<file path="src/rtl/sis_pkg.sv">
// Package of the sorted insert store: sizes, status codes, cell and control types.
// No dependencies.
`default_nettype none

package sis_pkg;

  localparam int unsigned CAPACITY = 32;
  localparam int unsigned DATA_W   = 32;
  localparam int unsigned STATUS_W = 3;

  localparam logic CMD_INSERT = 1'b0;
  localparam logic CMD_DRAIN  = 1'b1;

  typedef logic signed [DATA_W-1:0] data_t;

  typedef enum logic [STATUS_W-1:0] {
    ST_INSERTED  = 3'd0,
    ST_DUPLICATE = 3'd1,
    ST_FULL      = 3'd2,
    ST_DRAINED   = 3'd3,
    ST_EMPTY     = 3'd4
  } status_e;

  typedef enum logic [1:0] {
    OP_HOLD,
    OP_INSERT,
    OP_DRAIN
  } cell_op_e;

  typedef enum logic {
    S_IDLE,
    S_DRAIN
  } state_e;

  typedef struct packed {
    cell_op_e op;
    data_t    value;
  } cell_ctrl_t;

  typedef struct packed {
    data_t value;
    logic  valid;
    logic  ge;
  } cell_link_t;

  typedef struct packed {
    logic  dup;
    logic  full;
    logic  head_valid;
    data_t head_value;
    logic  next_valid;
  } chain_stat_t;

endpackage

`default_nettype wire

</file>
<file path="src/rtl/sis_cell.sv">
// One slot of the sorted chain: holds an entry, compares it with the broadcast value,
// takes the left entry or the broadcast value on insert, the right entry on drain. Uses sis_pkg.
`default_nettype none

module sis_cell
  import sis_pkg::*;
(
  input  logic       clk_i,
  input  logic       rst_ni,
  input  cell_ctrl_t ctrl_i,
  input  cell_link_t left_i,
  input  cell_link_t right_i,
  output cell_link_t link_o,
  output logic       eq_o
);

  data_t value_q, value_d;
  logic  valid_q, valid_d;
  logic  ge;

  assign ge     = valid_q && !(value_q < ctrl_i.value);
  assign eq_o   = valid_q && (value_q == ctrl_i.value);
  assign link_o = '{value: value_q, valid: valid_q, ge: ge};

  always_comb begin
    value_d = value_q;
    valid_d = valid_q;
    case (ctrl_i.op)
      OP_INSERT: begin
        if ((valid_q && ge) || (!valid_q && left_i.valid)) begin
          value_d = left_i.ge ? left_i.value : ctrl_i.value;
          valid_d = 1'b1;
        end
      end
      OP_DRAIN: begin
        value_d = right_i.value;
        valid_d = right_i.valid;
      end
      default: begin
        value_d = value_q;
        valid_d = valid_q;
      end
    endcase
  end

  always_ff @(posedge clk_i or negedge rst_ni) begin
    if (!rst_ni) begin
      valid_q <= 1'b0;
    end else begin
      valid_q <= valid_d;
    end
  end

  always_ff @(posedge clk_i) begin
    value_q <= value_d;
  end

endmodule

`default_nettype wire

</file>
<file path="src/rtl/sis_ctrl.sv">
// Command sequencer of the sorted insert store: decodes beats, drives the chain
// operation and registers the result beat. Uses sis_pkg.
`default_nettype none

module sis_ctrl
  import sis_pkg::*;
(
  input  logic        clk_i,
  input  logic        rst_ni,
  input  logic        start,
  output logic        busy,
  input  logic        cmd_i,
  input  data_t       value_i,
  input  chain_stat_t stat_i,
  output cell_ctrl_t  ctrl_o,
  output logic        strobe_o,
  output status_e     status_o,
  output data_t       entry_value_o,
  output logic        last_o
);

  state_e  state_q, state_d;
  logic    strobe_q, strobe_d;
  status_e status_q, status_d;
  data_t   entry_q, entry_d;
  logic    last_q, last_d;

  always_comb begin
    state_d  = state_q;
    ctrl_o   = '{op: OP_HOLD, value: value_i};
    strobe_d = 1'b0;
    status_d = ST_INSERTED;
    entry_d  = value_i;
    last_d   = 1'b1;
    case (state_q)
      S_IDLE: begin
        if (start) begin
          strobe_d = 1'b1;
          if (cmd_i == CMD_DRAIN) begin
            if (!stat_i.head_valid) begin
              status_d = ST_EMPTY;
              entry_d  = '0;
            end else begin
              status_d  = ST_DRAINED;
              entry_d   = stat_i.head_value;
              last_d    = !stat_i.next_valid;
              ctrl_o.op = OP_DRAIN;
              if (stat_i.next_valid) begin
                state_d = S_DRAIN;
              end
            end
          end else if (stat_i.dup) begin
            status_d = ST_DUPLICATE;
          end else if (stat_i.full) begin
            status_d = ST_FULL;
          end else begin
            ctrl_o.op = OP_INSERT;
          end
        end
      end
      S_DRAIN: begin
        strobe_d  = 1'b1;
        status_d  = ST_DRAINED;
        entry_d   = stat_i.head_value;
        last_d    = !stat_i.next_valid;
        ctrl_o.op = OP_DRAIN;
        if (!stat_i.next_valid) begin
          state_d = S_IDLE;
        end
      end
      default: begin
        state_d = S_IDLE;
      end
    endcase
  end

  always_ff @(posedge clk_i or negedge rst_ni) begin
    if (!rst_ni) begin
      state_q  <= S_IDLE;
      strobe_q <= 1'b0;
    end else begin
      state_q  <= state_d;
      strobe_q <= strobe_d;
    end
  end

  always_ff @(posedge clk_i) begin
    status_q <= status_d;
    entry_q  <= entry_d;
    last_q   <= last_d;
  end

  assign busy          = (state_q == S_DRAIN);
  assign strobe_o      = strobe_q;
  assign status_o      = status_q;
  assign entry_value_o = entry_q;
  assign last_o        = last_q;

endmodule

`default_nettype wire

</file>
<file path="src/rtl/sorted_insert_store_top.sv">
// Top level of the sorted insert store: a row of sis_cell slots and the sis_ctrl sequencer.
// Uses sis_pkg, sis_cell and sis_ctrl.
// Every result beat is registered and appears in the cycle after the command beat or the previous result.
// Throughput: one insert per cycle while not busy; a drain holds busy while all but its first entry leave,
// one entry per cycle as the cell row shifts toward slot 0; the receiver cannot stall.
// Reset clears the slot valid bits and the sequencer; slot contents stay unset until written.
`default_nettype none

module sorted_insert_store_top
  import sis_pkg::*;
(
  input  logic                clk_i,
  input  logic                rst_ni,
  input  logic                start,
  output logic                busy,
  input  logic                cmd_i,
  input  logic signed [31:0]  value_i,
  output logic                strobe_o,
  output logic [STATUS_W-1:0] status_o,
  output logic signed [31:0]  entry_value_o,
  output logic                last_o
);

  localparam cell_link_t HEAD_TIE = '{value: '0, valid: 1'b1, ge: 1'b0};
  localparam cell_link_t TAIL_TIE = '{value: '0, valid: 1'b0, ge: 1'b0};

  cell_ctrl_t            cell_ctrl;
  cell_link_t            cell_link [CAPACITY];
  logic [CAPACITY-1:0]   cell_eq;
  chain_stat_t           chain_stat;
  status_e               status;

  for (genvar i = 0; i < CAPACITY; i++) begin : g_cell
    cell_link_t left_link;
    cell_link_t right_link;

    if (i == 0) begin : g_head
      assign left_link = HEAD_TIE;
    end else begin : g_left
      assign left_link = cell_link[i-1];
    end

    if (i == CAPACITY - 1) begin : g_tail
      assign right_link = TAIL_TIE;
    end else begin : g_right
      assign right_link = cell_link[i+1];
    end

    sis_cell u_cell (
      .clk_i   (clk_i),
      .rst_ni  (rst_ni),
      .ctrl_i  (cell_ctrl),
      .left_i  (left_link),
      .right_i (right_link),
      .link_o  (cell_link[i]),
      .eq_o    (cell_eq[i])
    );
  end

  assign chain_stat = '{
    dup:        |cell_eq,
    full:       cell_link[CAPACITY-1].valid,
    head_valid: cell_link[0].valid,
    head_value: cell_link[0].value,
    next_valid: cell_link[1].valid
  };

  sis_ctrl u_ctrl (
    .clk_i         (clk_i),
    .rst_ni        (rst_ni),
    .start         (start),
    .busy          (busy),
    .cmd_i         (cmd_i),
    .value_i       (value_i),
    .stat_i        (chain_stat),
    .ctrl_o        (cell_ctrl),
    .strobe_o      (strobe_o),
    .status_o      (status),
    .entry_value_o (entry_value_o),
    .last_o        (last_o)
  );

  assign status_o = status;

endmodule

`default_nettype wire

</file>
<file path="config.mk">
export PLATFORM = sky130hd
export DESIGN_NAME = sorted_insert_store_top
export DESIGN_NICKNAME = d
export VERILOG_FILES = /design/src/rtl/sis_pkg.sv /design/src/rtl/sis_cell.sv /design/src/rtl/sis_ctrl.sv /design/src/rtl/sorted_insert_store_top.sv
export SDC_FILE = /design/constraint.sdc
export NUM_CORES = 2
export LEC_CHECK = 0
export BUFFER_PORTS_ARGS = -buffer_cell sky130_fd_sc_hd__buf_2
export CORE_ASPECT_RATIO = 0.5
export CORE_UTILIZATION = 50
export DETAILED_ROUTE_END_ITERATION = 12
export HOLD_SLACK_MARGIN = 0.06
export PLACE_DENSITY = 0.63
export SYNTH_ARGS = -nofsm -noshare
export SYNTH_HDL_FRONTEND = slang
export SYNTH_HIERARCHICAL = 1
export SYNTH_SLANG_ARGS = --single-unit
export TNS_END_PERCENT = 1
</file>
<file path="constraint.sdc">
create_clock -name clk_i -period 19.77 [get_ports clk_i]
set_input_delay 2.9655 -clock clk_i [delete_from_list [all_inputs] [get_ports clk_i]]
set_output_delay 2.9655 -clock clk_i [all_outputs]
set_load 0.05 [all_outputs]
</file>
**Yosys cells after proc, flatten, opt, wreduce, memory -nomap -nowiden**

Index checks and enable logic that the tools add are counted.

- Register bits after elaboration: 1094
- Bits of input ports: 36
- Output and inout port bits: 38
- Logic and storage cells: 611

- Magnitude comparators: 32
- Equal/unequal tests: 66
- Mux-type cells: 186
- Bitwise operators: 1
- Reduce and logical (&&, ||, !) cells: 257

Operators with widths:

| kind | number |
|---|---|
| $mux 32 | 66 |
| $pmux 32 s2 | 33 |
| $eq 32x32->1 | 32 |
| $lt 32x32->1 | 32 |
| $logic_and 1x1->1 | 127 |
| $pmux 1 s2 | 35 |
| $logic_not 1->1 | 64 |
| $ne 2x1->1 const B | 32 |
| $reduce_and 2->1 | 32 |
| $mux 1 | 41 |
| $logic_or 1x1->1 | 32 |
| $reduce_or 32->1 | 1 |
| $mux 3 | 4 |
| $mux 2 | 5 |
| $pmux 3 s2 | 1 |
| $pmux 2 s2 | 1 |
| $eq 2x1->1 const B | 1 |
| $eq 2x2->1 const B | 1 |
| $reduce_bool 2->1 | 1 |
| $not 1->1 | 1 |

**Depth between registers and ports, before layout**

- Word-level depth: 10
- Gate-level depth with buffers: 16
- Mapped depth without buffers: 13

**By module**

Netlist, hierarchy kept.

Modules (own cells, without submodules):

| module | instances | cells an instance | area an instance (um^2) | sequential area each (um^2) |
|---|---|---|---|---|
| sis_cell | 32 | 265 | 2521.2 | 985.9 |
| sis_ctrl | 1 | 123 | 1442.6 | 770.7 |
| sorted_insert_store_top | 1 | 13 | 82.6 | 0.0 |

**Worst setup path before layout**

Ideal clock, no wire load.

- Path type: input to register
- From: input value_i[31]
- To: register g_cell[0].u_cell.value_q[0] (enable)
- Library setup time: 0.424 ns
- Arrival: 8.889 ns
- Data required time: 19.346 ns
- Path slack: 10.456 ns
- Stages: 13
- Path buffers: 1
- Cells stage by stage: buf_4 > inv_1 > ha_1 > nand4_1 > nor4_1 > and4_1 > nor4_1 > nand4_1 > or2_1 > nor2_1 > and3_1 > nand2_1 > o31ai_2

RTL lines:

| what | line | source |
|---|---|---|
| start, declared | sorted_insert_store_top.sv:17 | `input logic signed [31:0] value_i,` |
| end signal, assigned | sis_cell.sv:55 | `value_q <= value_d;` |
| end, declared | sis_cell.sv:17 | `data_t value_q, value_d;` |

==> out/metrics.yaml <==
timing:
  holdWs_ns: 0.542
  timing.fmax_ghz: 0.104
  fin_crit_sh_pct: 48.6
  skew_ns: 0.0450
  setup_tns_ns: 0
  finalCriticalPeriod_ns: 9.60
  maxSlewHeadroom_pct: 15.0
  setup-violations-final: 0
  slew_viol_final: 0
  worst_slack_ns: 10.17
  grt_setup_unrepaired: "false"
  hold_violations: 0
  worst_pin_slew_ns: 1.27
detailed_routing:
  vias: 64800
  drt-pass1-iter-count: 6
  drcViolationCount: 0
  postRouteAntennaNets: 0
  drt_iter0_markers: 6788
  routed_wl_mm: 253
  wl_per_cell_um: 23.4
  via_per_inst: 5.99
global_routing:
  grt_pass1_wl_mm: 380
  grt_max_degree: 113
  grt_pass1_vias: 60600
  track_usage_pct: 29.8
  antenna_found_initial: 8
  grt.overflow.total: 0
job:
  maxCapViolCount: 0
placement:
  portBuffers: 73
  dp_hpwl_mm: 184
  place_ws_ns: 9.65
  place_congestion: 0.931
critical_path:
  path_max_fanout: 112
  critPathRequiredTime_ns: 20.18
  reg2reg_slack_ns: 13.05
  path_class: "in2reg"
  cp.arrival_ns: 10.01
  start_kind: "input pin"
  critPathCaptureType: "flip-flop"
floorplan:
  rows: 104
  coreArea_um2: 162000
  die_width_um: 575
  initial_utilization_pct: 50.7
  fp.dieH_um: 289
  dieArea_um2: 166000
  pin_count: 74
min_path:
  hold_path_class: "reg2reg"
clock_network:
  clkLatencyLatePin_ns: 0.75
  postCtsSetupBuffers: 0
  cts_buffers: 110
  cts_root_buf: "clkbuf_16"
  path_clk_slew_ns: 0.06
  cts.sinks: 1094
  cts_max_level: 3
  cts_resized: 0
  cts.path.max_buffers: 3
  cts_tree: "done"
  holdBufCountCts: 0
yosys:
  synthCells: 8614
  yosysWarnings: 6
  synth_area_um2: 82200
  syn_area_per_cell_um2: 9.54
layout:
  fillCellCount: 14400
  fin_util_pct: 54.9
  regArea_um2: 32300
  multiInputGateArea_um2: 44800
  nNetsFinal: 9597
  drive_above_1_share_pct: 6.15
  area_delta_synth_final_pct: 8.12
power_and_ir_drop:
  vdd_drop_max_mv: 0.0938
  powerDensity_nw_per_um2: 145
  total_power_mw: 12.9
  leakagePower_nw: 36.1
run_status:
  status: "finished, final reports clean"
-- final cells by class --
| cell class | count | share of cell area, % |
|---|---|---|
| diodes | 3 | 0.00845 |
| repair buffers | 199 | 1.58 |
| clock inverters | 55 | 0.635 |
| multi-input cells | 6108 | 50.4 |
| inverters | 1024 | 4.33 |
| well taps | 2173 | 3.06 |
| flip-flops and latches | 1094 | 36.4 |
| clock buffers | 153 | 3.58 |
-- state kept, by name, summed over array words and instances (netlist names) --
signal                 flops
u_ctrl/entry_value_o      32
u_ctrl/busy                1
u_ctrl/last_o              1
g_cell.u_cell/value_q   1024
u_ctrl/status_o            3
g_cell.u_cell/valid_q     32
u_ctrl/strobe_o            1
-- cell usage in the layout, fill, tap and decap left out, types with 36 or more instances in the layout --
cell type,instances
nand2_1,1282
o21ai_0,1088
inv_1,1024
mux2i_1,1024
ha_1,1024
edfxtp_1,1024
a21oi_1,448
nand4_1,258
buf_4,157
clkbuf_16,117
conb_1,68
nor2_1,66
nor3_1,65
a21o_1,65
o21ai_1,64
nand3_1,64
o211ai_1,64
and4_1,64
nor2b_4,63
buf_2,41
nor4_1,39
dfxtp_1,36
-- through the flow --
stage	std cells	cell area, um2
after global routing	10800	88900
after floorplan	8680	82400
after global placement	10600	85100
after CTS	10800	88900
after detailed placement	10600	85100
final	10800	88900
-- power by group --
part	switching (mW)	internal, mW
logic	3.49	2.06
clock network	0.993	1.24
registers	1.08	4.01
-- worst max-delay path, cell delays in order --
cell     delay, ns
buf_4         0.25
buf_4         0.73
inv_1         0.11
ha_1          0.34
nand4_1       0.15
nor4_1        0.15
and4_1        0.26
nor4_1        1.04
nand4_1       0.45
or2_1         0.47
nor2_1        0.19
and3_4        0.44
buf_12        0.52
nand2_1       0.24
o31ai_4       0.92
buf_4         0.43
-- path summary, 6_finish.rpt --
| kind | start | endpoint | depth (start not counted) |
|---|---|---|---|
| worst max-delay path | value_i[26] | g_cell[8].u_cell/value_q[0] | 16 |
| worst min-delay path | g_cell[0].u_cell/value_q[4] | u_ctrl/entry_value_o[4] | 1 |
| worst max register to register | g_cell[29].u_cell/value_q[23] | g_cell[8].u_cell/value_q[0] | 13 |
| worst min register to register | g_cell[0].u_cell/value_q[4] | u_ctrl/entry_value_o[4] | 1 |
| max in group asynchronous | rst_ni | g_cell[30].u_cell/valid_q | 2 |
| min in group asynchronous | rst_ni | g_cell[10].u_cell/valid_q | 2 |
-- metal layers --
layer	track usage [%]	part of all wire, %	up-vias
met2	44.3	42	2518
met4	9.70	3.3	4
li1	-	-	30700
met5	0	0.0091	-
met3	4.23	8.1	429
met1	44.4	47	31100
(Power assumes the default switching activity.)
